**src/rtl/core/sha1bs_pkg.sv**
```systemverilog
// ----------------------------------------------------------------------------
// sha1bs_pkg
// Shared types, codes and round constants for the byte-stream SHA-1 hasher.
// ----------------------------------------------------------------------------
package sha1bs_pkg;

  // input word kinds
  typedef enum logic [1:0] {
    KIND_DATA   = 2'd0,
    KIND_LAST   = 2'd1,
    KIND_FINISH = 2'd2,
    KIND_NONE   = 2'd3
  } kind_t;

  localparam int unsigned QUEUE_DEPTH = 4;

  localparam logic [31:0] K0 = 32'h5A827999;
  localparam logic [31:0] K1 = 32'h6ED9EBA1;
  localparam logic [31:0] K2 = 32'h8F1BBCDC;
  localparam logic [31:0] K3 = 32'hCA62C1D6;
  localparam logic [31:0] H0 = 32'h67452301;
  localparam logic [31:0] H1 = 32'hEFCDAB89;
  localparam logic [31:0] H2 = 32'h98BADCFE;
  localparam logic [31:0] H3 = 32'h10325476;
  localparam logic [31:0] H4 = 32'hC3D2E1F0;
  localparam logic [7:0]  PAD_BYTE = 8'h80;

  // classified command from front to back
  typedef struct packed {
    logic       has_byte;
    logic       finish;
    logic [7:0] data;
  } cmd_t;

  function automatic logic [31:0] rotl(input logic [31:0] x, input int unsigned s);
    rotl = (x << s) | (x >> (32 - s));
  endfunction

endpackage

```
**src/rtl/core/sha1bs_front.sv**
```systemverilog
// ----------------------------------------------------------------------------
// sha1bs_front
// Accepts input words, drops unused codes and queues commands for the back end.
// ----------------------------------------------------------------------------
module sha1bs_front #(
  parameter int unsigned DEPTH = sha1bs_pkg::QUEUE_DEPTH
) (
  input  logic             clk,
  input  logic             rst,
  input  logic             in_valid,
  output logic             in_stall,
  input  logic [1:0]       kind,
  input  logic [7:0]       data_byte,
  output logic             cmd_valid,
  input  logic             cmd_take,
  output sha1bs_pkg::cmd_t cmd
);
  import sha1bs_pkg::*;

  localparam int unsigned AW = (DEPTH > 1) ? $clog2(DEPTH) : 1;

  cmd_t            mem [DEPTH];
  logic [AW-1:0]   wr_ptr, rd_ptr;
  logic [AW:0]     count;
  logic            push, pop;
  cmd_t            incoming;

  assign in_stall  = (count == (AW+1)'(DEPTH));
  assign cmd_valid = (count != '0);
  assign cmd       = mem[rd_ptr];
  assign pop       = cmd_valid && cmd_take;

  // classify: kind none is accepted and dropped
  always_comb begin
    incoming.has_byte = (kind == KIND_DATA) || (kind == KIND_LAST);
    incoming.finish   = (kind == KIND_LAST) || (kind == KIND_FINISH);
    incoming.data     = data_byte;
  end
  assign push = in_valid && !in_stall && (kind != KIND_NONE);

  // queue storage
  always_ff @(posedge clk) begin
    if (push) mem[wr_ptr] <= incoming;
  end

  // queue pointers
  always_ff @(posedge clk) begin
    if (rst) begin
      wr_ptr <= '0;
      rd_ptr <= '0;
      count  <= '0;
    end else begin
      if (push) wr_ptr <= (wr_ptr == AW'(DEPTH-1)) ? '0 : wr_ptr + 1'b1;
      if (pop)  rd_ptr <= (rd_ptr == AW'(DEPTH-1)) ? '0 : rd_ptr + 1'b1;
      count <= count + (AW+1)'(push) - (AW+1)'(pop);
    end
  end
endmodule

```
**src/rtl/core/sha1bs_back.sv**
```systemverilog
// ----------------------------------------------------------------------------
// sha1bs_back
// Block buffer, padding sequencer, 80-round compression and digest output.
// ----------------------------------------------------------------------------
module sha1bs_back (
  input  logic             clk,
  input  logic             rst,
  input  logic             cmd_valid,
  output logic             cmd_take,
  input  sha1bs_pkg::cmd_t cmd,
  output logic             out_valid,
  input  logic             out_stall,
  output logic [31:0]      digest_word,
  output logic             last_word
);
  import sha1bs_pkg::*;

  typedef enum logic [2:0] {
    S_IDLE, S_PAD, S_LOAD, S_ROUND, S_ADD, S_OUT
  } state_t;

  state_t       state;
  logic [31:0]  blk [16];
  logic [5:0]   fill;
  logic [63:0]  bit_length;
  logic [63:0]  len_snap;
  logic [31:0]  h [5];
  logic [31:0]  w [16];
  logic [31:0]  a, b, c, d, e;
  logic [6:0]   round;
  logic         finishing;
  logic         pad_done;
  logic         len_here;
  logic [2:0]   out_idx;

  logic         wr_en;
  logic [7:0]   wr_byte;
  logic [31:0]  w_new, w_cur, f, k, t;

  assign cmd_take = (state == S_IDLE) && cmd_valid;

  // byte written into the buffer this cycle
  // the length goes into the block only when the pad left room for it
  always_comb begin
    wr_en   = 1'b0;
    wr_byte = 8'h00;
    if (state == S_IDLE && cmd_valid && cmd.has_byte) begin
      wr_en   = 1'b1;
      wr_byte = cmd.data;
    end else if (state == S_PAD) begin
      wr_en = 1'b1;
      if (!pad_done)      wr_byte = PAD_BYTE;
      else if (fill < 6'd56 || !len_here) wr_byte = 8'h00;
      else wr_byte = len_snap[6'd63 - {fill[2:0], 3'b000} -: 8];
    end
  end

  // round logic
  always_comb begin
    w_new = rotl(w[13] ^ w[8] ^ w[2] ^ w[0], 1);
    w_cur = (round < 7'd16) ? w[0] : w_new;
    if (round < 7'd20) begin
      f = (b & c) | (~b & d); k = K0;
    end else if (round < 7'd40) begin
      f = b ^ c ^ d; k = K1;
    end else if (round < 7'd60) begin
      f = (b & c) | (b & d) | (c & d); k = K2;
    end else begin
      f = b ^ c ^ d; k = K3;
    end
    t = rotl(a, 5) + f + e + k + w_cur;
  end

  // buffer write
  always_ff @(posedge clk) begin
    if (wr_en) blk[fill[5:2]][5'd31 - {fill[1:0], 3'b000} -: 8] <= wr_byte;
  end

  // sequencer
  always_ff @(posedge clk) begin
    if (rst) begin
      state      <= S_IDLE;
      fill       <= '0;
      bit_length <= '0;
      finishing  <= 1'b0;
      pad_done   <= 1'b0;
      len_here   <= 1'b0;
      round      <= '0;
      out_idx    <= '0;
      h[0] <= H0; h[1] <= H1; h[2] <= H2; h[3] <= H3; h[4] <= H4;
    end else begin
      unique case (state)
        S_IDLE: begin
          if (cmd_valid) begin
            finishing <= cmd.finish;
            pad_done  <= 1'b0;
            len_here  <= 1'b0;
            if (cmd.has_byte) begin
              bit_length <= bit_length + 64'd8;
              len_snap   <= bit_length + 64'd8;
              fill       <= fill + 1'b1;
              if (fill == 6'd63) state <= S_LOAD;
              else if (cmd.finish) state <= S_PAD;
            end else begin
              len_snap <= bit_length;
              state    <= S_PAD;
            end
          end
        end
        S_PAD: begin
          pad_done <= 1'b1;
          // a pad at offset 56 or later pushes the length into the next block
          if (!pad_done) len_here <= (fill < 6'd56);
          fill     <= fill + 1'b1;
          if (fill == 6'd63) state <= S_LOAD;
        end
        S_LOAD: begin
          for (int i = 0; i < 16; i++) w[i] <= blk[i];
          a <= h[0]; b <= h[1]; c <= h[2]; d <= h[3]; e <= h[4];
          round <= '0;
          state <= S_ROUND;
        end
        S_ROUND: begin
          for (int i = 0; i < 15; i++) w[i] <= w[i+1];
          w[15] <= w_cur;
          e <= d; d <= c; c <= rotl(b, 30); b <= a; a <= t;
          round <= round + 1'b1;
          if (round == 7'd79) state <= S_ADD;
        end
        S_ADD: begin
          h[0] <= h[0] + a; h[1] <= h[1] + b; h[2] <= h[2] + c;
          h[3] <= h[3] + d; h[4] <= h[4] + e;
          out_idx <= '0;
          // a finish that has written its length ends the message
          if (finishing && pad_done && len_here) state <= S_OUT;
          else if (finishing) begin
            len_here <= 1'b1;
            state    <= S_PAD;
          end
          else state <= S_IDLE;
        end
        S_OUT: begin
          if (!out_stall) begin
            out_idx <= out_idx + 1'b1;
            if (out_idx == 3'd4) begin
              h[0] <= H0; h[1] <= H1; h[2] <= H2; h[3] <= H3; h[4] <= H4;
              bit_length <= '0;
              finishing  <= 1'b0;
              state      <= S_IDLE;
            end
          end
        end
        default: state <= S_IDLE;
      endcase
    end
  end

  assign out_valid   = (state == S_OUT);
  assign digest_word = h[(out_idx > 3'd4) ? 3'd4 : out_idx];
  assign last_word   = (out_idx == 3'd4);
endmodule

```
**src/rtl/core/sha1_byte_stream_hasher.sv**
```systemverilog
// ----------------------------------------------------------------------------
// sha1_byte_stream_hasher
// SHA-1 over a byte stream; a finish word pads and emits the 160-bit digest.
// ----------------------------------------------------------------------------
// channel  direction  handshake           payload
// in       sink       in_valid/in_stall   kind, data_byte
// out      source     out_valid/out_stall digest_word, last_word
//
// a data byte is written into the block buffer while idle; a full block then runs
// load, 80 rounds at one per cycle, chaining add
// a finish pads one byte per cycle and runs one or two blocks, then 5 words
// a 4-entry command queue lets the input run ahead while a block compresses
// reset is synchronous and restores the initial chaining values
// ----------------------------------------------------------------------------
module sha1_byte_stream_hasher #(
  parameter int unsigned QUEUE_DEPTH = sha1bs_pkg::QUEUE_DEPTH
) (
  input  logic        clk,
  input  logic        rst,
  input  logic        in_valid,
  output logic        in_stall,
  input  logic [1:0]  kind,
  input  logic [7:0]  data_byte,
  output logic        out_valid,
  input  logic        out_stall,
  output logic [31:0] digest_word,
  output logic        last_word
);
  import sha1bs_pkg::*;

  logic cmd_valid, cmd_take;
  cmd_t cmd;

  sha1bs_front #(.DEPTH(QUEUE_DEPTH)) u_front (
    .clk, .rst, .in_valid, .in_stall, .kind, .data_byte,
    .cmd_valid, .cmd_take, .cmd
  );

  sha1bs_back u_back (
    .clk, .rst, .cmd_valid, .cmd_take, .cmd,
    .out_valid, .out_stall, .digest_word, .last_word
  );

  // commands are only taken from a non-empty queue
  a_take_valid: assert property (@(posedge clk) disable iff (rst)
    cmd_take |-> cmd_valid) else $error("command taken from empty queue");

  // digest words do not overlap command intake
  a_out_no_take: assert property (@(posedge clk) disable iff (rst)
    out_valid |-> !cmd_take) else $error("command taken during digest output");

  // after the last word is sent, output drops
  a_last_ends: assert property (@(posedge clk) disable iff (rst)
    (out_valid && !out_stall && last_word) |=> !out_valid)
    else $error("output continued after last word");
endmodule

```
**config.mk**
```make
export PLATFORM = sky130hd
export DESIGN_NAME = sha1_byte_stream_hasher
export DESIGN_NICKNAME = d
export VERILOG_FILES = /design/src/rtl/core/sha1bs_pkg.sv /design/src/rtl/core/sha1bs_front.sv /design/src/rtl/core/sha1bs_back.sv /design/src/rtl/core/sha1_byte_stream_hasher.sv
export SDC_FILE = /design/constraint.sdc
export NUM_CORES = 2
export LEC_CHECK = 0
export BUFFER_PORTS_ARGS = -buffer_cell sky130_fd_sc_hd__buf_2
export CORE_MARGIN = 2
export CORE_UTILIZATION = 46
export CTS_BUF_LIST = sky130_fd_sc_hd__clkbuf_2 sky130_fd_sc_hd__clkbuf_4 sky130_fd_sc_hd__clkbuf_8
export CTS_CLUSTER_DIAMETER = 60
export CTS_CLUSTER_SIZE = 20
export DETAILED_ROUTE_END_ITERATION = 12
export PLACE_DENSITY_LB_ADDON = 0.1
export RECOVER_POWER = 25
export SYNTH_ARGS = -nofsm -noshare
export SYNTH_HDL_FRONTEND = slang
export SYNTH_SLANG_ARGS = --single-unit
```
**constraint.sdc**
```tcl
create_clock -name clk -period 33.8 [get_ports clk]
set_input_delay 1.69 -clock clk [delete_from_list [all_inputs] [get_ports clk]]
set_output_delay 1.69 -clock clk [all_outputs]
set_load 0.005 [all_outputs]
```
==> flow_summary.json <==
{
  "initial_core_util_pct": 46.4,
  "rsz0062_at_grt": "false",
  "drt_pass1_iterations": 7,
  "cts_num_sinks": 1537,
  "layout_common_cells": "edfxtp_1, nand2_1, nor2_1",
  "setup.worst_path.class": "primary input to register",
  "regArea_um2": 45200,
  "num_vias": 46100,
  "crit_path_max_fanout": 166,
  "yosysSeqAreaShare_pct": 61.3,
  "cts_tree": "done",
  "synth_edf_count": 1445,
  "ys_ff_latch": 1537,
  "switching_share_pct": 26.2,
  "ant_nets": 0,
  "drt-met1-wl_mm": 89.8,
  "crit_path_end_kind": "register",
  "numCtsBuffers": 136,
  "fp.dieW_um": 405,
  "synthesis.area_um2": 73800,
  "postCtsHoldBufs": 0,
  "ys_types": 84,
  "htreeDepth": 4,
  "grt_util_all_layers_pct": 23.6,
  "ir_worst_vdd_mv": 0.0429,
  "gp_congestion": 0.916,
  "p_seq_share_pct": 57.7,
  "io_pins": 49,
  "wl_mm": 194,
  "coreArea_um2": 159000,
  "power_density_nw_per_um2": 47.3,
  "skew_ns": 0.0582,
  "p_leak_nw": 29.0,
  "num_rows": 146,
  "cp_data_required_time_ns": 34.07,
  "wl_met3_mm": 10.3,
  "grt_pass1_wl_mm": 290,
  "vias_per_cell": 5.64,
  "cts_resized": 0,
  "final_nets": 6336,
  "switching_power_uw": 985,
  "drt_iter0_drc": 4594,
  "antenna_found_initial": 10,
  "cts_setup_buffers": 0,
  "max_freq_mhz": 100,
  "p_int_mw": 2.77,
  "status": "finished, violations left",
  "p_comb_share_pct": 8.5,
  "cp_data_arrival_time_ns": 10.25,
  "ys_warn_count": 0,
  "die-area_um2": 164000,
  "port_buffers": 48,
  "area_growth_pct": 7.77,
  "multi_input_area_um2": 27000,
  "netlist.area_leader.share_pct": 58.8,
  "root_buffer": "clkbuf_8",
  "fin_crit_ns": 9.99,
  "drc": 0,
  "first_global_vias": 45000,
  "wl_per_cell_um": 23.8,
  "start_kind": "primary input",
  "grt_overflow": 0,
  "setup_viol_count_final": 0,
  "violations": "max-capacitance violations, max-slew violations",
  "synth_nets": 6304,
  "pre_cts_ws_ns": 26.98,
  "synthTopCellsByArea": "edfxtp_1, nand2_1, mux2_2",
  "syn_inst": 5952,
  "relSlewSlack_pct": -574,
  "setup_ws_ns": 23.81,
  "fin_tns_setup_ns": 0,
  "yosys.area.top_type": "edfxtp_1",
  "maxCapViolCount": 11,
  "num-fill-cells": 14100,
  "cts_buffer_depth": 3,
  "fin_cells": 8171,
  "tightestPinTransition_ns": 10.11,
  "hp-class": "register to register",
  "final_common_cell": "edfxtp_1",
  "synthArstFlopShare_pct": 0,
  "post-route-period-util_pct": 29.6,
  "top_layer": "met5",
  "worst_setup_hold_path_clk_slew_ns": 0.12,
  "route.met2.wl_mm": 89.6,
  "hold_viol_final": 0,
  "grt_max_degree": 173,
  "power_mw": 3.76,
  "place_inst": 7918,
  "die_y_um": 405,
  "insertion_delay_ns": 0.92,
  "whs_ns": 0.487,
  "drv_slew": 885,
  "synth_area_per_cell_um2": 12.4,
  "dp_hpwl_mm": 131,
  "drive_gt1_share_pct": 12.0,
  "synthFlopType": "edfxtp_1",
  "clockPowerShare_pct": 33.8
}
[synth_stat cells (all sizes together), types with 17 or more instances]
cell    count
o21a       24
nand2    1374
dfxtp      92
fa        120
nand3      65
a21oi     231
a31oi      24
nand2b     32
nand4      31
ha        218
mux2      284
buf        27
edfxtp   1445
nor3       64
a211oi     33
o31ai      22
inv       206
nor2      368
a21o      121
o21bai     21
o21ai     210
mux2i      45
nor2b      32
mux4       55
xnor2     217
a22oi      17
xor2       86
clkbuf    199
and3       50
and2       23
[flip-flops by register name (all words and copies together), names as in the netlist, 40 cells and up, named ones only]
register / count
u_back.blk: 512
u_back.len_snap: 61
u_back.w: 512
u_back.h: 160
u_front.mem: 40
u_back.bit_length: 61
[stage by stage]
step | util, % | cell area [µm²]
floorplan | - | 73800
global placement | 48.1 | 76500
detailed placement | 48.1 | 76500
CTS | 50.1 | 79700
global route | 50.0 | 79500
finish | 50.0 | 79500
[worst max-delay path, stage by stage]
cell and delay, ns:
clkbuf_1 0.57, nor3_1 0.46, clkbuf_1 6.11, o21ai_0 1.08
[layout make-up]
| type | instances | share of cell area [%] |
|---|---|---|
| tap | 2072 | 3.26 |
| clock inverter | 93 | 1.44 |
| clock buffer | 153 | 2.58 |
| timing repair buffer | 120 | 0.939 |
| multi-input combinational | 3980 | 33.9 |
| sequential | 1537 | 56.9 |
| inverter | 209 | 0.986 |
| antenna | 7 | 0.0220 |
[path summary, 6_finish.rpt]
check                                                  start                         end  slack (ns)  cells past startpoint
worst min-delay path             u_back.blk[1][29]$_DFFE_PP_   u_back.w[0][61]$_DFFE_PP_        0.49                      2
worst max register to register  u_back.state[1]$_SDFFE_PP0P_  u_back.w[0][490]$_DFFE_PP_       24.50                      4
worst min register to register   u_back.blk[1][29]$_DFFE_PP_   u_back.w[0][61]$_DFFE_PP_        0.49                      2
worst max-delay path                                     rst  u_back.w[0][490]$_DFFE_PP_       23.81                      4
[power by group through the flow]
stage               sequential (mW)  combinational (mW)  clock (mW)
CTS                            2.17               0.323        1.30
floorplan                      2.19               0.209           0
detailed placement             2.21               0.322           0
finish                         2.17               0.318        1.27
global route                   2.17               0.350        1.37
global placement               2.21               0.318           0
[cells by family after synthesis]
group | after synthesis | share of synthesized area (%)
AO/OA/AOI/OAI | 835 | 7.20
XOR/XNOR | 303 | 3.61
adder cells (fa/ha/maj) | 338 | 6.95
buffers and inverters | 435 | 2.23
flip-flops | 1537 | 61.3
multiplexers | 384 | 6.64
AND/OR/NAND/NOR | 2120 | 12.1
[layer usage]
metal  vias to the layer above  track usage, %
met2                      1204            37.3
met5                         -               0
met4                         2            5.78
met1                     23300            34.6
met3                       244            3.24
li1                      21400               -
(Power assumes the default switching activity.)
